## src/sv/wfps_pkg.sv

```systemverilog
`timescale 1ns / 1ps

package wfps_pkg;

  localparam int READING_W = 13;
  localparam int SPEED_W = 12;
  localparam int THRESH_W = 12;
  localparam int CAL_W = 13;
  localparam int CAL_DIFF_W = 14;
  localparam int GAIN_W = 12;
  localparam int DUTY_W = 12;
  localparam int CASE_W = 2;
  localparam int CORR_W = 18;
  localparam int ERR_W = 16;
  localparam int DER_W = 17;
  localparam int CFG_DATA_W = 14;
  localparam int CFG_INDEX_W = 3;

  localparam int KP_TERM_W = ERR_W + GAIN_W + 1;
  localparam int KD_TERM_W = DER_W + GAIN_W + 1;
  localparam int ACC_W = KD_TERM_W + 1;
  localparam int FRAC_W = 8;
  localparam int QUOT_W = ACC_W - FRAC_W;
  localparam int DUTY_CALC_W = CORR_W + 2;

  localparam int PWM_PERIOD = 2500;
  localparam int LEFT_BASE_DUTY = 1080;
  localparam int RIGHT_BASE_DUTY = 780;

  localparam logic [CFG_INDEX_W-1:0] REG_RIGHT_THRESHOLD = 3'd0;
  localparam logic [CFG_INDEX_W-1:0] REG_LEFT_THRESHOLD = 3'd1;
  localparam logic [CFG_INDEX_W-1:0] REG_RIGHT_CAL = 3'd2;
  localparam logic [CFG_INDEX_W-1:0] REG_LEFT_CAL = 3'd3;
  localparam logic [CFG_INDEX_W-1:0] REG_CAL_DIFF = 3'd4;
  localparam logic [CFG_INDEX_W-1:0] REG_KP = 3'd5;
  localparam logic [CFG_INDEX_W-1:0] REG_KD = 3'd6;

  localparam logic [THRESH_W-1:0] RIGHT_THRESHOLD_RST = 12'd1700;
  localparam logic [THRESH_W-1:0] LEFT_THRESHOLD_RST = 12'd1300;
  localparam logic signed [CAL_W-1:0] RIGHT_CAL_RST = 13'sd2690;
  localparam logic signed [CAL_W-1:0] LEFT_CAL_RST = 13'sd2200;
  localparam logic signed [CAL_DIFF_W-1:0] CAL_DIFF_RST = 14'sd490;
  localparam logic [GAIN_W-1:0] KP_RST = 12'd205;
  localparam logic [GAIN_W-1:0] KD_RST = 12'd256;

  localparam logic [CASE_W-1:0] CASE_BOTH = 2'd0;
  localparam logic [CASE_W-1:0] CASE_RIGHT_MISSING = 2'd1;
  localparam logic [CASE_W-1:0] CASE_LEFT_MISSING = 2'd2;
  localparam logic [CASE_W-1:0] CASE_HELD = 2'd3;

endpackage

```

## src/sv/wall_follow_pd_steering.sv

```systemverilog
`timescale 1ns / 1ps

// channel  | handshake                  | payload
// ---------+----------------------------+----------------------------------------------
// input    | in_valid / in_ready        | right_reading, left_reading, speed_offset
// output   | out_valid / out_ready      | left_duty, right_duty, wall_case, correction
// config   | cfg_write (no wait)        | cfg_index, cfg_data
//
// One request per cycle sustained while out_ready is high; out_valid rises once a request
// passes the input register, then PD math and saturation into the result register.
// The error/derivative state is updated as a request moves into the result register.
// A stalled output holds the result register; the input register still takes one
// more request, then in_ready drops until the output moves.
// rst is synchronous: clears valids, error/derivative state and restores register defaults.

module wall_follow_pd_steering (
  input  logic                                   clk,
  input  logic                                   rst,
  input  logic                                   in_valid,
  output logic                                   in_ready,
  input  logic signed [wfps_pkg::READING_W-1:0]  right_reading,
  input  logic signed [wfps_pkg::READING_W-1:0]  left_reading,
  input  logic signed [wfps_pkg::SPEED_W-1:0]    speed_offset,
  output logic                                   out_valid,
  input  logic                                   out_ready,
  output logic [wfps_pkg::DUTY_W-1:0]            left_duty,
  output logic [wfps_pkg::DUTY_W-1:0]            right_duty,
  output logic [wfps_pkg::CASE_W-1:0]            wall_case,
  output logic signed [wfps_pkg::CORR_W-1:0]     correction,
  input  logic                                   cfg_write,
  input  logic [wfps_pkg::CFG_INDEX_W-1:0]       cfg_index,
  input  logic [wfps_pkg::CFG_DATA_W-1:0]        cfg_data
);

  logic [wfps_pkg::THRESH_W-1:0]          right_threshold;
  logic [wfps_pkg::THRESH_W-1:0]          left_threshold;
  logic signed [wfps_pkg::CAL_W-1:0]      right_cal;
  logic signed [wfps_pkg::CAL_W-1:0]      left_cal;
  logic signed [wfps_pkg::CAL_DIFF_W-1:0] cal_diff;
  logic [wfps_pkg::GAIN_W-1:0]            kp;
  logic [wfps_pkg::GAIN_W-1:0]            kd;

  logic                                   in_valid_q;
  logic signed [wfps_pkg::READING_W-1:0]  right_q;
  logic signed [wfps_pkg::READING_W-1:0]  left_q;
  logic signed [wfps_pkg::SPEED_W-1:0]    speed_q;

  logic signed [wfps_pkg::ERR_W-1:0]      prev_error;
  logic signed [wfps_pkg::DER_W-1:0]      prev_der;

  logic                                   advance;
  logic                                   load;
  logic                                   right_above;
  logic                                   left_above;
  logic                                   right_below;
  logic                                   left_below;
  logic [wfps_pkg::CASE_W-1:0]            case_next;
  logic signed [wfps_pkg::ERR_W-1:0]      error_next;
  logic signed [wfps_pkg::DER_W-1:0]      der_next;
  logic signed [wfps_pkg::GAIN_W:0]       kp_s;
  logic signed [wfps_pkg::GAIN_W:0]       kd_s;
  logic signed [wfps_pkg::KP_TERM_W-1:0]  kp_term;
  logic signed [wfps_pkg::KD_TERM_W-1:0]  kd_term;
  logic signed [wfps_pkg::ACC_W-1:0]      acc;
  logic signed [wfps_pkg::QUOT_W-1:0]     quot;
  logic signed [wfps_pkg::CORR_W-1:0]     corr_next;
  logic signed [wfps_pkg::DUTY_CALC_W-1:0] left_raw;
  logic signed [wfps_pkg::DUTY_CALC_W-1:0] right_raw;
  logic [wfps_pkg::DUTY_W-1:0]            left_duty_next;
  logic [wfps_pkg::DUTY_W-1:0]            right_duty_next;

  localparam logic signed [wfps_pkg::QUOT_W-1:0] QUOT_MAX =
    wfps_pkg::QUOT_W'((1 <<< (wfps_pkg::CORR_W - 1)) - 1);
  localparam logic signed [wfps_pkg::QUOT_W-1:0] QUOT_MIN =
    wfps_pkg::QUOT_W'(-(1 <<< (wfps_pkg::CORR_W - 1)));
  localparam logic signed [wfps_pkg::DUTY_CALC_W-1:0] PERIOD_S =
    wfps_pkg::DUTY_CALC_W'(wfps_pkg::PWM_PERIOD);
  localparam logic signed [wfps_pkg::DUTY_CALC_W-1:0] LEFT_BASE_S =
    wfps_pkg::DUTY_CALC_W'(wfps_pkg::LEFT_BASE_DUTY);
  localparam logic signed [wfps_pkg::DUTY_CALC_W-1:0] RIGHT_BASE_S =
    wfps_pkg::DUTY_CALC_W'(wfps_pkg::RIGHT_BASE_DUTY);

  assign advance  = !out_valid || out_ready;
  assign load     = in_valid_q && advance;
  assign in_ready = !in_valid_q || advance;

  always_ff @(posedge clk) begin
    if (rst) begin
      right_threshold <= wfps_pkg::RIGHT_THRESHOLD_RST;
      left_threshold  <= wfps_pkg::LEFT_THRESHOLD_RST;
      right_cal       <= wfps_pkg::RIGHT_CAL_RST;
      left_cal        <= wfps_pkg::LEFT_CAL_RST;
      cal_diff        <= wfps_pkg::CAL_DIFF_RST;
      kp              <= wfps_pkg::KP_RST;
      kd              <= wfps_pkg::KD_RST;
    end else if (cfg_write) begin
      case (cfg_index)
        wfps_pkg::REG_RIGHT_THRESHOLD: right_threshold <= cfg_data[wfps_pkg::THRESH_W-1:0];
        wfps_pkg::REG_LEFT_THRESHOLD:  left_threshold  <= cfg_data[wfps_pkg::THRESH_W-1:0];
        wfps_pkg::REG_RIGHT_CAL:       right_cal       <= $signed(cfg_data[wfps_pkg::CAL_W-1:0]);
        wfps_pkg::REG_LEFT_CAL:        left_cal        <= $signed(cfg_data[wfps_pkg::CAL_W-1:0]);
        wfps_pkg::REG_CAL_DIFF:        cal_diff        <= $signed(cfg_data);
        wfps_pkg::REG_KP:              kp              <= cfg_data[wfps_pkg::GAIN_W-1:0];
        wfps_pkg::REG_KD:              kd              <= cfg_data[wfps_pkg::GAIN_W-1:0];
        default: ;
      endcase
    end
  end

  always_ff @(posedge clk) begin
    if (rst) begin
      in_valid_q <= 1'b0;
    end else if (in_ready) begin
      in_valid_q <= in_valid;
    end
  end

  always_ff @(posedge clk) begin
    if (in_ready && in_valid) begin
      right_q <= right_reading;
      left_q  <= left_reading;
      speed_q <= speed_offset;
    end
  end

  // thresholds are non-negative; compare one bit wider as signed
  assign right_above = right_q > $signed({1'b0, right_threshold});
  assign left_above  = left_q  > $signed({1'b0, left_threshold});
  assign right_below = right_q < $signed({1'b0, right_threshold});
  assign left_below  = left_q  < $signed({1'b0, left_threshold});

  always_comb begin
    error_next = prev_error;
    der_next   = prev_der;
    if (right_above && left_above) begin
      case_next  = wfps_pkg::CASE_BOTH;
      error_next = wfps_pkg::ERR_W'(right_q) - wfps_pkg::ERR_W'(left_q)
                   - wfps_pkg::ERR_W'(cal_diff);
    end else if (right_below) begin
      case_next  = wfps_pkg::CASE_RIGHT_MISSING;
      error_next = wfps_pkg::ERR_W'(left_cal) - wfps_pkg::ERR_W'(left_q);
    end else if (left_below) begin
      case_next  = wfps_pkg::CASE_LEFT_MISSING;
      error_next = wfps_pkg::ERR_W'(right_q) - wfps_pkg::ERR_W'(right_cal);
    end else begin
      case_next  = wfps_pkg::CASE_HELD;
    end
    if (case_next != wfps_pkg::CASE_HELD) begin
      der_next = wfps_pkg::DER_W'(error_next) - wfps_pkg::DER_W'(prev_error);
    end
  end

  assign kp_s    = $signed({1'b0, kp});
  assign kd_s    = $signed({1'b0, kd});
  assign kp_term = wfps_pkg::KP_TERM_W'(kp_s) * wfps_pkg::KP_TERM_W'(error_next);
  assign kd_term = wfps_pkg::KD_TERM_W'(kd_s) * wfps_pkg::KD_TERM_W'(der_next);
  assign acc     = wfps_pkg::ACC_W'(kp_term) + wfps_pkg::ACC_W'(kd_term);

  // Q8 to integer, rounding toward zero
  always_comb begin
    quot = acc[wfps_pkg::ACC_W-1:wfps_pkg::FRAC_W];
    if (acc[wfps_pkg::ACC_W-1] && (acc[wfps_pkg::FRAC_W-1:0] != '0)) begin
      quot = quot + wfps_pkg::QUOT_W'(1);
    end
    if (quot > QUOT_MAX) begin
      corr_next = QUOT_MAX[wfps_pkg::CORR_W-1:0];
    end else if (quot < QUOT_MIN) begin
      corr_next = QUOT_MIN[wfps_pkg::CORR_W-1:0];
    end else begin
      corr_next = quot[wfps_pkg::CORR_W-1:0];
    end
  end

  assign left_raw  = LEFT_BASE_S - wfps_pkg::DUTY_CALC_W'(speed_q)
                     - wfps_pkg::DUTY_CALC_W'(corr_next);
  assign right_raw = RIGHT_BASE_S - wfps_pkg::DUTY_CALC_W'(speed_q)
                     + wfps_pkg::DUTY_CALC_W'(corr_next);

  always_comb begin
    if (left_raw < 0) begin
      left_duty_next = '0;
    end else if (left_raw > PERIOD_S) begin
      left_duty_next = PERIOD_S[wfps_pkg::DUTY_W-1:0];
    end else begin
      left_duty_next = left_raw[wfps_pkg::DUTY_W-1:0];
    end
    if (right_raw < 0) begin
      right_duty_next = '0;
    end else if (right_raw > PERIOD_S) begin
      right_duty_next = PERIOD_S[wfps_pkg::DUTY_W-1:0];
    end else begin
      right_duty_next = right_raw[wfps_pkg::DUTY_W-1:0];
    end
  end

  always_ff @(posedge clk) begin
    if (rst) begin
      out_valid  <= 1'b0;
      prev_error <= '0;
      prev_der   <= '0;
    end else begin
      if (advance) begin
        out_valid <= in_valid_q;
      end
      if (load) begin
        prev_error <= error_next;
        prev_der   <= der_next;
      end
    end
  end

  always_ff @(posedge clk) begin
    if (load) begin
      left_duty  <= left_duty_next;
      right_duty <= right_duty_next;
      wall_case  <= case_next;
      correction <= corr_next;
    end
  end

  a_reset_empty: assert property (@(posedge clk)
    rst |=> !out_valid && !in_valid_q)
    else $error("pipeline not empty after reset");

  a_duty_range: assert property (@(posedge clk) disable iff (rst)
    out_valid |-> (left_duty <= PERIOD_S[wfps_pkg::DUTY_W-1:0])
                  && (right_duty <= PERIOD_S[wfps_pkg::DUTY_W-1:0]))
    else $error("duty above period");

  a_held_state: assert property (@(posedge clk) disable iff (rst)
    load && (case_next == wfps_pkg::CASE_HELD)
    |=> (prev_error == $past(prev_error)) && (prev_der == $past(prev_der)))
    else $error("held case changed error state");

  a_state_only_on_load: assert property (@(posedge clk) disable iff (rst)
    !load |=> $stable(prev_error) && $stable(prev_der))
    else $error("error state changed without a request");

  a_ready_when_empty: assert property (@(posedge clk) disable iff (rst)
    !out_valid |-> in_ready)
    else $error("input stalled with empty output");

endmodule
```

## config.mk

```make
export PLATFORM = sky130hd
export DESIGN_NAME = wall_follow_pd_steering
export DESIGN_NICKNAME = d
export VERILOG_FILES = /design/src/sv/wfps_pkg.sv /design/src/sv/wall_follow_pd_steering.sv
export SDC_FILE = /design/constraint.sdc
export NUM_CORES = 2
export LEC_CHECK = 0
export ABC_AREA = 1
export ABC_CLOCK_PERIOD_IN_PS = 12500
export BUFFER_PORTS_ARGS = -buffer_cell sky130_fd_sc_hd__buf_2
export CAP_MARGIN = 30
export CORE_AREA = 2 2 370 189
export DETAILED_ROUTE_END_ITERATION = 6
export DIE_AREA = 0 0 372 191
export GPL_TIMING_DRIVEN = 0
export PLACE_DENSITY = 0.71
export SLEW_MARGIN = 20
export SYNTH_ARGS = -nofsm -noshare
export SYNTH_HDL_FRONTEND = slang
export SYNTH_SLANG_ARGS = --single-unit
```

## constraint.sdc

```tcl
create_clock -name clk -period 12.5 [get_ports clk]
set_input_delay 2.5 -clock clk [delete_from_list [all_inputs] [get_ports clk]]
set_output_delay 2.5 -clock clk [all_outputs]
set_load 0.005 [all_outputs]
```

==> results.yml <==
status:
  status: "finished with violations"
  violations: "negative setup slack"
setup_path:
  crit_arrival_ns: 14.57
  cp_top_family: "adder cells"
  required_ns: 12.82
  regToRegSetupSlack_ns: -1.75
  worstReg2RegEnd: "left_duty[11]"
  cpMaxStageDelayCell: "fa_1"
  cpPeakStageDelay_ns: 0.56
  cp_num_buf_inv: 13
  crit_path_frequent_cell: "nand2_1"
  crit_path_max_fanout: 10
  worstSetupEndpointType: "register"
  cp-start-kind: "register"
  regToRegStartpoint: "right_q[2]"
  r2r_cells: 73
  worstSetupPathType: "reg -> reg"
yosys:
  syn_area_per_cell_um2: 7.83
  synth_top_family_by_area: "adder cells"
  synth_simple_gate_area_share_pct: 18.1
  synth_xor_area_share_pct: 2.85
  ys_types: 56
  netlist.area_leader.share_pct: 29.8
  yosysTopAreaCell: "fa_1"
  ys.warnings.count: 0
  synthAdderAreaFrac_pct: 41.1
  muxShareOfSynthArea_pct: 0
  synth_seq_cells: 205
  synth_flop_cell: "dfxtp_1"
  synth_edf_count: 82
  synth_area_um2: 30200
  synth_area_leaders: "fa_1 30%, ha_1 11%, inv_1 11%, nand2_1 9.2%, dfxtp_1 8.2%"
  async_flop_share_pct: 0
  yosysSeqAreaShare_pct: 16.3
  synth_compound_area_share_pct: 8.94
  synth_fp_nets: 4632
  syn-instance-count: 3850
final_layout:
  final-instance-count-excl-fill: 5061
  num_antenna_cells: 0
  drive_gt1_share_pct: 17.6
  layout.nets: 4915
  area_delta_synth_final_pct: 20.2
routing:
  wl_per_cell_um: 20.9
  drcViolationCount: 0
  dr.pass1.iters: 6
  wl_um: 106000
  drtIter0Drc: 3832
  vias: 27500
  drtAntennaViolNets: 0
  viasPerCell: 5.43
sta:
  finalWorstSetupSlack_ns: -1.75
  timing.final.crit_share_pct: 114
  fin_tns_setup_ns: -40.00
  rsz0062_at_grt: "yes"
  fmax_mhz: 70.2
  setup_viol_count_final: 24
  finalHoldViolCount: 0
  skew_ns: 0.0213
  worst_pin_slew_ns: 1.01
  drv_slew: 0
  fin_crit_ns: 14.25
  max_slew_margin_pct: 32.3
placement:
  dp.cells: 4867
  gp_congestion: 1.06
  io_buffer_count: 105
  dp_hpwl_um: 86000
  pre_cts_ws_ns: -4.42
floorplan:
  fp.coreArea_um2: 68000
  fp.dieArea_um2: 71100
  die_w_um: 372
  dieHeight_um: 191
  placementRows: 68
  start_util_pct: 44.4
  num_io_pins: 106
global_routing:
  grt_pass1_wl_um: 156000
  grt_use_total_pct: 29.4
  grt_overflow: 0
  antenna_found_initial: 0
  grt_max_degree: 49
  grt_pass1_vias: 25700
min_path:
  min_path_cells: 2
  hp-class: "reg -> reg"
  hold_start: "left_threshold[9]"
  hold_end: "left_threshold[9]"
cts:
  numClockSinks: 205
  cts.root.buffer_cell: "clkbuf_16"
  tritoncts: "built"
  clk_path_buf_depth: 3
  clk_latency_ns: 0.58
  path_clk_slew_ns: 0.07
  numCtsBuffers: 24
  cts_hold_buf: 0
  htree_levels: 1
job:
  cap_violations: 0
==> how the worst max path moves through the flow <==
stage                     from       endpoint  slack [ns]  cells past startpoint
floorplan           right_q[1]  left_duty[11]       0.008                     88
global placement    right_q[2]  left_duty[11]       -4.30                     72
detailed placement  right_q[1]  left_duty[11]       -4.42                     73
CTS                 right_q[2]  right_duty[2]       -1.47                     88
global route        right_q[2]  left_duty[11]       -2.21                     75
finish              right_q[2]  left_duty[11]       -1.75                     73
==> cells in the final DEF (no fill, tap or decap), types with 31 or more instances in the layout <==
cell,netlist,layout
nor2_4,4,36
buf_4,2,138
clkbuf_1,66,56
fa_1,449,436
nand2_1,736,655
a21oi_1,219,184
nor2_1,392,340
edfxtp_1,82,82
ha_4,0,42
nand2_2,12,62
o211ai_1,39,39
ha_1,273,218
nand3_1,97,80
inv_1,906,873
nor2_2,11,31
dfxtp_1,123,123
buf_2,7,106
nand4_1,39,39
o21ai_0,153,122
xor2_1,72,66
==> synth_stat cells, types with 8 or more instances <==
master	number
clkbuf_1	66
edfxtp_1	82
nor2_1	392
nor2_2	11
nor3_1	21
o21ai_0	153
o211ai_1	39
nand2_2	12
fa_1	449
dfxtp_1	123
inv_1	906
nand3_1	97
a21o_1	8
o21ai_2	9
nand2_1	736
xnor2_1	26
ha_1	273
a21oi_1	219
clkinv_1	15
nand4_1	39
o21bai_1	10
xor2_1	72
==> worst reg2reg max path: cells and delay by family, from the launching register on <==
kind / cells / cell delay [ns]
AOI/OAI and AO/OA: 19 / 3.21
DFF: 1 / 0.45
adders and majority gates: 12 / 5.12
buffers and inverters: 13 / 1.62
xor gates and xnor gates: 2 / 0.31
and+or+nand+nor: 27 / 3.29
==> cell families (layout without fill, tap and decap cells) <==
logic type | count (synthesis) | in the layout
xor+xnor | 98 | 98
compound gates | 479 | 480
buf+inv | 1007 | 1306
fa+ha+maj | 722 | 722
flops | 205 | 205
simple gates | 1339 | 1340
==> area by class of cell <==
type	instances	area (µm²)
fillers	6195	31700
multi-input cells	2640	23500
flip-flops and latches	205	4920
inverters	923	3540
repair buffers	256	1820
well taps	910	1140
clock buffers	30	674
plain buffers	83	522
clock inverters	14	150
==> per-stage QoR <==
step	hold slack [ns]	utilization [%]	area [µm²]
3_3_place_gp	0.447	47.1	32000
3_5_place_dp	0.456	47.2	32100
6_report	0.465	53.3	36300
5_1_grt	0.491	53.3	36300
4_1_cts	0.466	51.5	35000
2_1_floorplan	0.433	-	30400
==> registers in the layout, summed over array words and instances, names as in the netlist <==
register and cells:
prev_der 17, kd 12, cal_diff 14, wall_case 2
right_cal 13, correction 18, left_duty 12, right_threshold 12
left_cal 13, speed_q 12, left_q 13, kp 12
left_threshold 12, prev_error 16, out_valid 1, right_duty 12
in_valid_q 1, right_q 13
==> per-layer routing <==
layer  share of wire (%)  global-route usage (%)
met1                  45                    47.1
met2                  34                    33.4
met5               0.011                       0
met4                0.85                    2.61
met3                  20                    16.6
==> what timing repair did <==
item / CTS / global route
gates resized for setup: 309 / 222
pin swaps: 126 / 138
gates cloned: 3 / 1
endpoints found under the setup margin: 42 / 37
buffers inserted: 92 / 55
Power is left out: the tool's default activity adds up to more than one toggle a clock period on the data nets, which glitch-free logic cannot reach.
